===== src/rtl/qri_pkg.sv =====
// Shared types, constants and decode functions for the quaternion rate integrator.
`default_nettype none
package qri_pkg;

  localparam int unsigned Q_W    = 32;  // quaternion and rate word width
  localparam int unsigned STEP_W = 29;  // step time register width
  localparam int unsigned MUL_W  = 33;  // signed multiplier operand width
  localparam int unsigned DER_W  = 40;  // derivative accumulator width

  localparam logic [STEP_W-1:0] STEP_RESET = 29'd21474836;

  // work phases of the sequencer
  localparam logic [1:0] PH_F = 2'd0;  // derivative from old rates
  localparam logic [1:0] PH_M = 2'd1;  // predictor step products
  localparam logic [1:0] PH_L = 2'd2;  // derivative from predictor and new rates
  localparam logic [1:0] PH_O = 2'd3;  // final step products

  localparam logic [3:0] TERM_LAST = 4'd11;
  localparam logic [3:0] STEP_LAST = 4'd7;

  typedef struct packed {
    logic [1:0] k;      // derivative component
    logic [1:0] p;      // quaternion component
    logic [1:0] w;      // rate axis
    logic       neg;
    logic       first;  // opens a fresh sum
  } term_t;

  typedef struct packed {
    logic       valid;
    logic [1:0] phase;
    logic [3:0] idx;
  } acc_ctl_t;

  // terms of dq = 0.5 * q (x) (0, w), three per component
  function automatic term_t deriv_term(logic [3:0] idx);
    term_t t;
    t = '0;
    unique case (idx)
      4'd0:    t = '{k: 2'd0, p: 2'd1, w: 2'd0, neg: 1'b1, first: 1'b1};
      4'd1:    t = '{k: 2'd0, p: 2'd2, w: 2'd1, neg: 1'b1, first: 1'b0};
      4'd2:    t = '{k: 2'd0, p: 2'd3, w: 2'd2, neg: 1'b1, first: 1'b0};
      4'd3:    t = '{k: 2'd1, p: 2'd0, w: 2'd0, neg: 1'b0, first: 1'b1};
      4'd4:    t = '{k: 2'd1, p: 2'd2, w: 2'd2, neg: 1'b0, first: 1'b0};
      4'd5:    t = '{k: 2'd1, p: 2'd3, w: 2'd1, neg: 1'b1, first: 1'b0};
      4'd6:    t = '{k: 2'd2, p: 2'd0, w: 2'd1, neg: 1'b0, first: 1'b1};
      4'd7:    t = '{k: 2'd2, p: 2'd1, w: 2'd2, neg: 1'b1, first: 1'b0};
      4'd8:    t = '{k: 2'd2, p: 2'd3, w: 2'd0, neg: 1'b0, first: 1'b0};
      4'd9:    t = '{k: 2'd3, p: 2'd0, w: 2'd2, neg: 1'b0, first: 1'b1};
      4'd10:   t = '{k: 2'd3, p: 2'd1, w: 2'd1, neg: 1'b0, first: 1'b0};
      4'd11:   t = '{k: 2'd3, p: 2'd2, w: 2'd0, neg: 1'b1, first: 1'b0};
      default: t = '0;
    endcase
    return t;
  endfunction

  function automatic logic signed [Q_W-1:0] sat32(logic signed [DER_W:0] v);
    logic signed [Q_W-1:0] r;
    if (v > 41'sd2147483647) begin
      r = 32'sh7fffffff;
    end else if (v < -41'sd2147483648) begin
      r = 32'sh80000000;
    end else begin
      r = v[Q_W-1:0];
    end
    return r;
  endfunction

endpackage
`default_nettype wire


===== src/rtl/qri_mul.sv =====
// Shared signed multiplier with registered product.
`default_nettype none
module qri_mul (
  input  wire logic                                 clk,
  input  wire logic signed [qri_pkg::MUL_W-1:0]     mul_a,
  input  wire logic signed [qri_pkg::MUL_W-1:0]     mul_b,
  output logic signed      [2*qri_pkg::MUL_W-1:0]   prod_r
);
  import qri_pkg::*;

  always_ff @(posedge clk) begin
    prod_r <= mul_a * mul_b;
  end

endmodule
`default_nettype wire


===== src/rtl/quaternion_rate_integrator.sv =====
// Top level: Heun step of quaternion kinematics on one shared multiplier.
// The sequencer issues 40 multiplies on the shared 33x33 multiplier, folds the
// last product, then publishes the result. A new item is accepted only when idle,
// after the previous result is published; publishing waits while the result side stalls.
// Reset (rst_n low, synchronous): step time to about 5 ms, stored rates to zero,
// no result pending.
`default_nettype none
module quaternion_rate_integrator (
  input  wire logic               clk,
  input  wire logic               rst_n,
  input  wire logic               cfg_valid,
  output logic                    cfg_ready,
  input  wire logic [28:0]        cfg_step_time,
  input  wire logic               in_valid,
  output logic                    in_ready,
  input  wire logic signed [31:0] in_quat_w,
  input  wire logic signed [31:0] in_quat_x,
  input  wire logic signed [31:0] in_quat_y,
  input  wire logic signed [31:0] in_quat_z,
  input  wire logic signed [31:0] in_rate_x,
  input  wire logic signed [31:0] in_rate_y,
  input  wire logic signed [31:0] in_rate_z,
  output logic                    out_valid,
  input  wire logic               out_ready,
  output logic signed [31:0]      out_new_w,
  output logic signed [31:0]      out_new_x,
  output logic signed [31:0]      out_new_y,
  output logic signed [31:0]      out_new_z
);
  import qri_pkg::*;

  localparam logic [1:0] ST_IDLE = 2'd0;
  localparam logic [1:0] ST_RUN  = 2'd1;
  localparam logic [1:0] ST_DONE = 2'd2;

  logic [1:0]              state_r;
  logic [1:0]              phase_r;
  logic [3:0]              idx_r;
  logic [STEP_W-1:0]       step_time_r;
  acc_ctl_t                acc_ctl_r;

  logic signed [Q_W-1:0]   q_r   [4];
  logic signed [Q_W-1:0]   m_r   [4];
  logic signed [Q_W-1:0]   res_r [4];
  logic signed [Q_W-1:0]   out_r [4];
  logic signed [Q_W-1:0]   wo_r  [3];
  logic signed [Q_W-1:0]   wn_r  [3];
  logic signed [DER_W-1:0] f_r   [4];
  logic signed [DER_W-1:0] l_r   [4];
  logic [STEP_W-1:0]       tmp_r;
  logic                    out_valid_r;

  logic signed [MUL_W-1:0]   mul_a;
  logic signed [MUL_W-1:0]   mul_b;
  logic signed [2*MUL_W-1:0] prod_r;

  term_t                   term_i;
  term_t                   term_a;
  logic [1:0]              ti_k;
  logic [1:0]              ta_k;
  logic signed [DER_W:0]   d_op;
  logic [MUL_W-1:0]        dt_op;
  logic signed [DER_W-1:0] hp;
  logic signed [DER_W-1:0] base;
  logic signed [DER_W-1:0] acc_nxt;
  logic signed [55:0]      ts_sum;
  logic signed [DER_W-1:0] ts;
  logic signed [DER_W-1:0] add_v;
  logic signed [Q_W-1:0]   upd_nxt;
  logic                    in_acc;
  logic                    publish;

  assign cfg_ready = 1'b1;
  assign in_ready  = (state_r == ST_IDLE);
  assign in_acc    = in_valid && in_ready;
  assign publish   = (state_r == ST_DONE) && !acc_ctl_r.valid
                     && (!out_valid_r || out_ready);

  assign out_valid = out_valid_r;
  assign out_new_w = out_r[0];
  assign out_new_x = out_r[1];
  assign out_new_y = out_r[2];
  assign out_new_z = out_r[3];

  // issue side: pick multiplier operands for the current step
  always_comb begin
    term_i = deriv_term(idx_r);
    ti_k   = idx_r[2:1];
    dt_op  = {4'd0, step_time_r};
    if (phase_r == PH_O) begin
      d_op = 41'(f_r[ti_k]) + 41'(l_r[ti_k]);
    end else begin
      d_op = 41'(f_r[ti_k]);
    end
    mul_a = '0;
    mul_b = '0;
    unique case (phase_r) inside
      PH_F: begin
        mul_a = 33'(q_r[term_i.p]);
        mul_b = 33'(wo_r[term_i.w]);
      end
      PH_L: begin
        mul_a = 33'(m_r[term_i.p]);
        mul_b = 33'(wn_r[term_i.w]);
      end
      PH_M, PH_O: begin
        // low half first, unsigned; high half signed
        if (idx_r[0]) begin
          mul_a = 33'($signed(d_op[DER_W:16]));
        end else begin
          mul_a = {17'd0, d_op[15:0]};
        end
        mul_b = dt_op;
      end
      default: begin
        mul_a = '0;
        mul_b = '0;
      end
    endcase
  end

  qri_mul u_mul (
    .clk    (clk),
    .mul_a  (mul_a),
    .mul_b  (mul_b),
    .prod_r (prod_r)
  );

  // accumulate side: fold the product of the previous step
  always_comb begin
    term_a = deriv_term(acc_ctl_r.idx);
    ta_k   = acc_ctl_r.idx[2:1];
    hp     = 40'($signed(prod_r[63:25]));
    if (term_a.first) begin
      base = '0;
    end else if (acc_ctl_r.phase == PH_F) begin
      base = f_r[term_a.k];
    end else begin
      base = l_r[term_a.k];
    end
    acc_nxt = term_a.neg ? (base - hp) : (base + hp);
    ts_sum  = 56'($signed(prod_r[54:0])) + 56'(tmp_r);
    ts      = 40'(ts_sum >>> 16);
    add_v   = (acc_ctl_r.phase == PH_O) ? (ts >>> 1) : ts;
    upd_nxt = sat32(41'(q_r[ta_k]) + 41'(add_v));
  end

  always_ff @(posedge clk) begin
    if (acc_ctl_r.valid) begin
      case (acc_ctl_r.phase)
        PH_F: f_r[term_a.k] <= acc_nxt;
        PH_L: l_r[term_a.k] <= acc_nxt;
        PH_M: begin
          if (acc_ctl_r.idx[0]) begin
            m_r[ta_k] <= upd_nxt;
          end else begin
            tmp_r <= prod_r[44:16];
          end
        end
        default: begin
          if (acc_ctl_r.idx[0]) begin
            res_r[ta_k] <= upd_nxt;
          end else begin
            tmp_r <= prod_r[44:16];
          end
        end
      endcase
    end
    if (in_acc) begin
      q_r[0]  <= in_quat_w;
      q_r[1]  <= in_quat_x;
      q_r[2]  <= in_quat_y;
      q_r[3]  <= in_quat_z;
      wn_r[0] <= in_rate_x;
      wn_r[1] <= in_rate_y;
      wn_r[2] <= in_rate_z;
    end
    if (publish) begin
      out_r <= res_r;
    end
  end

  // sequencer, configuration and stored rates
  always_ff @(posedge clk) begin
    if (!rst_n) begin
      state_r     <= ST_IDLE;
      phase_r     <= PH_F;
      idx_r       <= '0;
      acc_ctl_r   <= '0;
      step_time_r <= STEP_RESET;
      out_valid_r <= 1'b0;
      wo_r[0]     <= '0;
      wo_r[1]     <= '0;
      wo_r[2]     <= '0;
    end else begin
      if (cfg_valid && cfg_ready) begin
        step_time_r <= cfg_step_time;
      end
      acc_ctl_r <= '{valid: (state_r == ST_RUN), phase: phase_r, idx: idx_r};
      if (publish) begin
        out_valid_r <= 1'b1;
      end else if (out_valid_r && out_ready) begin
        out_valid_r <= 1'b0;
      end
      unique case (state_r)
        ST_IDLE: begin
          if (in_acc) begin
            state_r <= ST_RUN;
            phase_r <= PH_F;
            idx_r   <= '0;
          end
        end
        ST_RUN: begin
          if (((phase_r == PH_F) || (phase_r == PH_L)) && (idx_r == TERM_LAST)) begin
            phase_r <= phase_r + 2'd1;
            idx_r   <= '0;
          end else if ((phase_r == PH_M) && (idx_r == STEP_LAST)) begin
            phase_r <= PH_L;
            idx_r   <= '0;
          end else if ((phase_r == PH_O) && (idx_r == STEP_LAST)) begin
            state_r <= ST_DONE;
          end else begin
            idx_r <= idx_r + 4'd1;
          end
        end
        ST_DONE: begin
          // hold the result until the output word slot is free
          if (publish) begin
            wo_r    <= wn_r;
            state_r <= ST_IDLE;
          end
        end
        default: state_r <= ST_IDLE;
      endcase
    end
  end

endmodule
`default_nettype wire

===== config.mk =====
export PLATFORM = sky130hd
export DESIGN_NAME = quaternion_rate_integrator
export DESIGN_NICKNAME = d
export VERILOG_FILES = /design/src/rtl/qri_pkg.sv /design/src/rtl/qri_mul.sv /design/src/rtl/quaternion_rate_integrator.sv
export SDC_FILE = /design/constraint.sdc
export NUM_CORES = 2
export LEC_CHECK = 0
export CAP_MARGIN = 20
export CORE_MARGIN = 1.5
export CORE_UTILIZATION = 55
export CTS_CLUSTER_SIZE = 30
export DETAILED_ROUTE_END_ITERATION = 8
export DONT_BUFFER_PORTS = 1
export PLACE_DENSITY = 0.7
export SYNTH_ARGS = -nofsm -noshare
export SYNTH_HDL_FRONTEND = slang
export SYNTH_SLANG_ARGS = --single-unit

===== constraint.sdc =====
create_clock -name clk -period 29.9 [get_ports clk]
set_input_delay 4.485 -clock clk [delete_from_list [all_inputs] [get_ports clk]]
set_output_delay 4.485 -clock clk [all_outputs]
set_load 0.03 [all_outputs]

==> metrics.csv <==
stage,metric,value,unit
clock_tree,"Clk pin slew, worst setup/hold paths",70,ps
yosys,number of synthesis warnings,0,
min_path,launch point of the worst hold path,res_r[108]$_DFFE_PP_,
power_and_ir_drop,Sequential Power Share,33.1,%
placement,DP Wirelength,214,mm
yosys,post-synth net total,9869,
timing,"Period Utilization, post-route",46.9,%
grt,first-pass GRT wire length,431,mm
clock_tree,Post-CTS Repair Setup Buffers,0,
yosys,register area share after synthesis,35.7,%
drt,DRT Pass-1 Iters,9,
setup_path,Slowest cell on crit path,dfxtp_4,
timing,worst rel slew slack,16.1,%
grt,vias in the first global route,66200,
placement,placed insts,10000,
power_and_ir_drop,Clk pwr share,23.5,%
min_path,worst hold stages,0,
clock_tree,CTS tree,yes,
drt,DRT Wirelength,288,mm
clock_tree,H-tree levels,3,
timing,clock skew,104,ps
outcome,status,completed,
power_and_ir_drop,Lkg Pwr,41.0,nW
floorplanning,Core Rows,150,
floorplanning,initial core utilization,55.4,%
floorplanning,Core Box Area,167000,µm²
yosys,synthesis-stage register bit count,1171,
setup_path,path type of the worst setup path,reg2reg,
grt,GRT Overall Usage,34.4,%
timing,final max-slew violation count,0,
layout,final net count,9712,
yosys,cell area after synthesis,92500,µm²
clock_tree,clock tree buffer depth,3,
power_and_ir_drop,PD cells,66.1,nW/µm²
power_and_ir_drop,Pint,3.89,mW
setup_path,Setup crit end kind,register,
yosys,syn_area_per_cell,11.4,µm²
drt,Antenna Nets Post-Route,0,
min_path,Hold Path Sink,out_new_w[12]$_DFFE_PP_,
timing,Slew @ Worst Pin,1250,ps
drt,vias per cell,6.20,
layout,most frequent cells in the layout,"1215 x inv_1, 1108 x fa_1, 1098 x nand2_1",
clock_tree,CTS Buf Count,116,
drt,DRC,0,
setup_path,CP bufs+invs,7,
power_and_ir_drop,worst vdd ir,0.0775,mV
layout,"most common cell after layout, fill and taps aside",inv_1,
setup_path,Critical R2R Capture,u_mul.prod_r[63]$_DFF_P_,
drt,WL/cell,27.9,µm
setup_path,Worst EP arrival,14610,ps
grt,initial antenna violation count,30,
drt,via count,63900,
placement,RD Place Congestion,0.985,
clock_tree,clk root buf,clkbuf_16,
timing,Final Hold Fails,0,
yosys,"EDFF count, synth",957,
grt,"Remaining Overflow, GRT",0,
clock_tree,CTS Sinks,1171,
setup_path,worst reg2reg setup slack,15870,ps
setup_path,max incr delay on CP,750,ps
setup_path,Worst path top cell family by delay,adder cells,
placement,PortBufs,0,
setup_path,Critical Path Fanout Max,36,
floorplanning,Die X,413,µm
yosys,Synth Flop Type,edfxtp_1,
power_and_ir_drop,Sw Ratio,40.9,%
power_and_ir_drop,P_sw,2.69,mW
setup_path,Worst setup SP type,register,
timing,Max Fclk,71.3,MHz
floorplanning,Ports,389,
clock_tree,post-cts resize count,0,
layout,Final Non-Filler Cells,10300,
min_path,class of the worst hold path,reg2reg,
timing,post-route setup slack,15870,ps
placement,pre-CTS worst setup slack,16030,ps
placement,DP Area,95300,µm²
floorplanning,die footprint,171000,µm²
layout,layout cells sized above 1,10.5,%
setup_path,CP Data Required Time,30480,ps
layout,"Area growth, synth to finish",7.59,%
grt,largest net degree at the start of global routing,148,
clock_tree,"Clk Latency, worst-skew pair",800,ps
timing,RSZ-0062 raised after global routing,no,
floorplanning,Vert. Die Dim,413,µm
setup_path,worst r2r path cells,36,
layout,Post-Layout Inst Area,99500,µm²
yosys,Synth async-reset ratio,0,%
drt,DRT iter0 DRCs,6866,
clock_tree,cts hold-fix bufs,0,
timing,Final setup violation count,0,
run,max cap viols,0,
setup_path,most frequent cell on the critical path,fa_1,
timing,Tmin final,14030,ps
yosys,Netlist cell types,104,
timing,setup TNS,0,ps
power_and_ir_drop,power share of the combinational group,43.5,%
yosys,Synth Instances,8130,
[power groups by stage]
stage | logic (mW) | registers, mW | clock network (mW)
after floorplan | 1.82 | 2.12 | 0
after global placement | 2.72 | 2.20 | 0
after detailed placement | 2.74 | 2.20 | 0
after CTS | 2.78 | 2.17 | 1.56
after global routing | 3.11 | 2.18 | 1.62
final | 2.86 | 2.17 | 1.54
[state kept, by name, indices dropped and copies added (netlist names), 6 cells and up, named ones only]
name          flops
out_new_w        32
step_time_r      29
acc_ctl_r         6
out_new_x        32
l_r             160
res_r           128
tmp_r            29
u_mul.prod_r     64
q_r             128
out_new_y        32
m_r             128
out_new_z        32
wn_r             96
f_r             160
wo_r             96
[worst reg2reg max path, delay by kind of cell, from the launching register on]
| family | cells | cell delay [ps] |
|---|---|---|
| buf+inv | 7 | 2540 |
| fa+ha+maj | 10 | 5070 |
| flops | 1 | 750 |
| simple gates | 4 | 900 |
| compound gates | 13 | 3590 |
| mux | 1 | 610 |
| xor+xnor | 1 | 340 |
[kinds of logic (layout without fill, tap and decap cells)]
group / count (synthesis) / after routing / synth area share (%)
and+or+nand+nor: 2072 / 2072 / 9.97
other: 1 / 31 / 0.00406
buffers and inverters: 1651 / 1598 / 6.83
DFF: 1171 / 1171 / 35.7
xor gates and xnor gates: 229 / 229 / 2.18
AOI/OAI and AO/OA: 1157 / 1157 / 8.69
muxes: 368 / 368 / 7.58
adders and majority gates: 1481 / 1481 / 29.0
[synth_stat cells (33+ instances only)]
cell type	number	area, µm²
a21boi_0	106	796
a21o_1	126	946
a21oi_1	280	1400
a22oi_1	85	638
a31oi_1	38	238
and2_1	135	845
and3_1	36	225
buf_1	41	154
buf_2	50	250
clkbuf_1	331	1240
dfxtp_1	214	4280
edfxtp_1	957	28700
fa_1	1108	22200
ha_1	373	4670
inv_1	1215	4560
mux2_2	65	732
mux2i_1	44	440
mux4_2	259	5830
nand2_1	1098	4120
nand2b_1	48	300
nand3_1	66	330
nand4_1	35	219
nor2_1	408	1530
nor2b_1	90	563
nor3_1	53	265
o21ai_0	157	786
o221ai_1	33	289
o31ai_1	33	248
xnor2_1	149	1310
xor2_1	79	692
[per-stage QoR]
step	hold slack [ps]	util [%]	power (mW)
after CTS	416	59.5	6.51
final	412	59.6	6.58
after detailed placement	405	57.0	4.94
after floorplan	400	-	3.94
after global placement	400	57.0	4.92
after global routing	420	59.6	6.90
[worst max path at each step]
stage                        start  cells past startpoint  slack (ps)                       end
final                     register                     36       15870  u_mul.prod_r[63]$_DFF_P_
after global routing      register                     38       15130  u_mul.prod_r[63]$_DFF_P_
after CTS                 register                     36       15870  u_mul.prod_r[63]$_DFF_P_
after floorplan           register                     42       17750  u_mul.prod_r[63]$_DFF_P_
after global placement    register                     36       16290  u_mul.prod_r[63]$_DFF_P_
after detailed placement  register                     36       16030  u_mul.prod_r[63]$_DFF_P_
[layout make-up]
| type | count | area (µm²) |
|---|---|---|
| Antenna cell | 30 | 75.1 |
| Clock buffer | 143 | 3110 |
| Clock inverter | 79 | 970 |
| Fill cell | 13400 | 67500 |
| Inverter | 1218 | 4580 |
| Multi-Input combinational cell | 5308 | 53700 |
| Sequential cell | 1171 | 33100 |
| Tap cell | 2204 | 2760 |
| Timing Repair Buffer | 158 | 1210 |
[per-layer routing]
layer | part of all wire, % | up-vias | routed length, µm | global-route usage (%)
met5 | 0.038 | - | 109 | 0
met1 | 38 | 32600 | 109000 | 45.2
met4 | 5.2 | 16 | 15100 | 16.1
met2 | 46 | 3612 | 134000 | 54.2
met3 | 11 | 732 | 30500 | 8.32
li1 | - | 27000 | - | -
No activity file was read; power rests on OpenSTA's default activity.
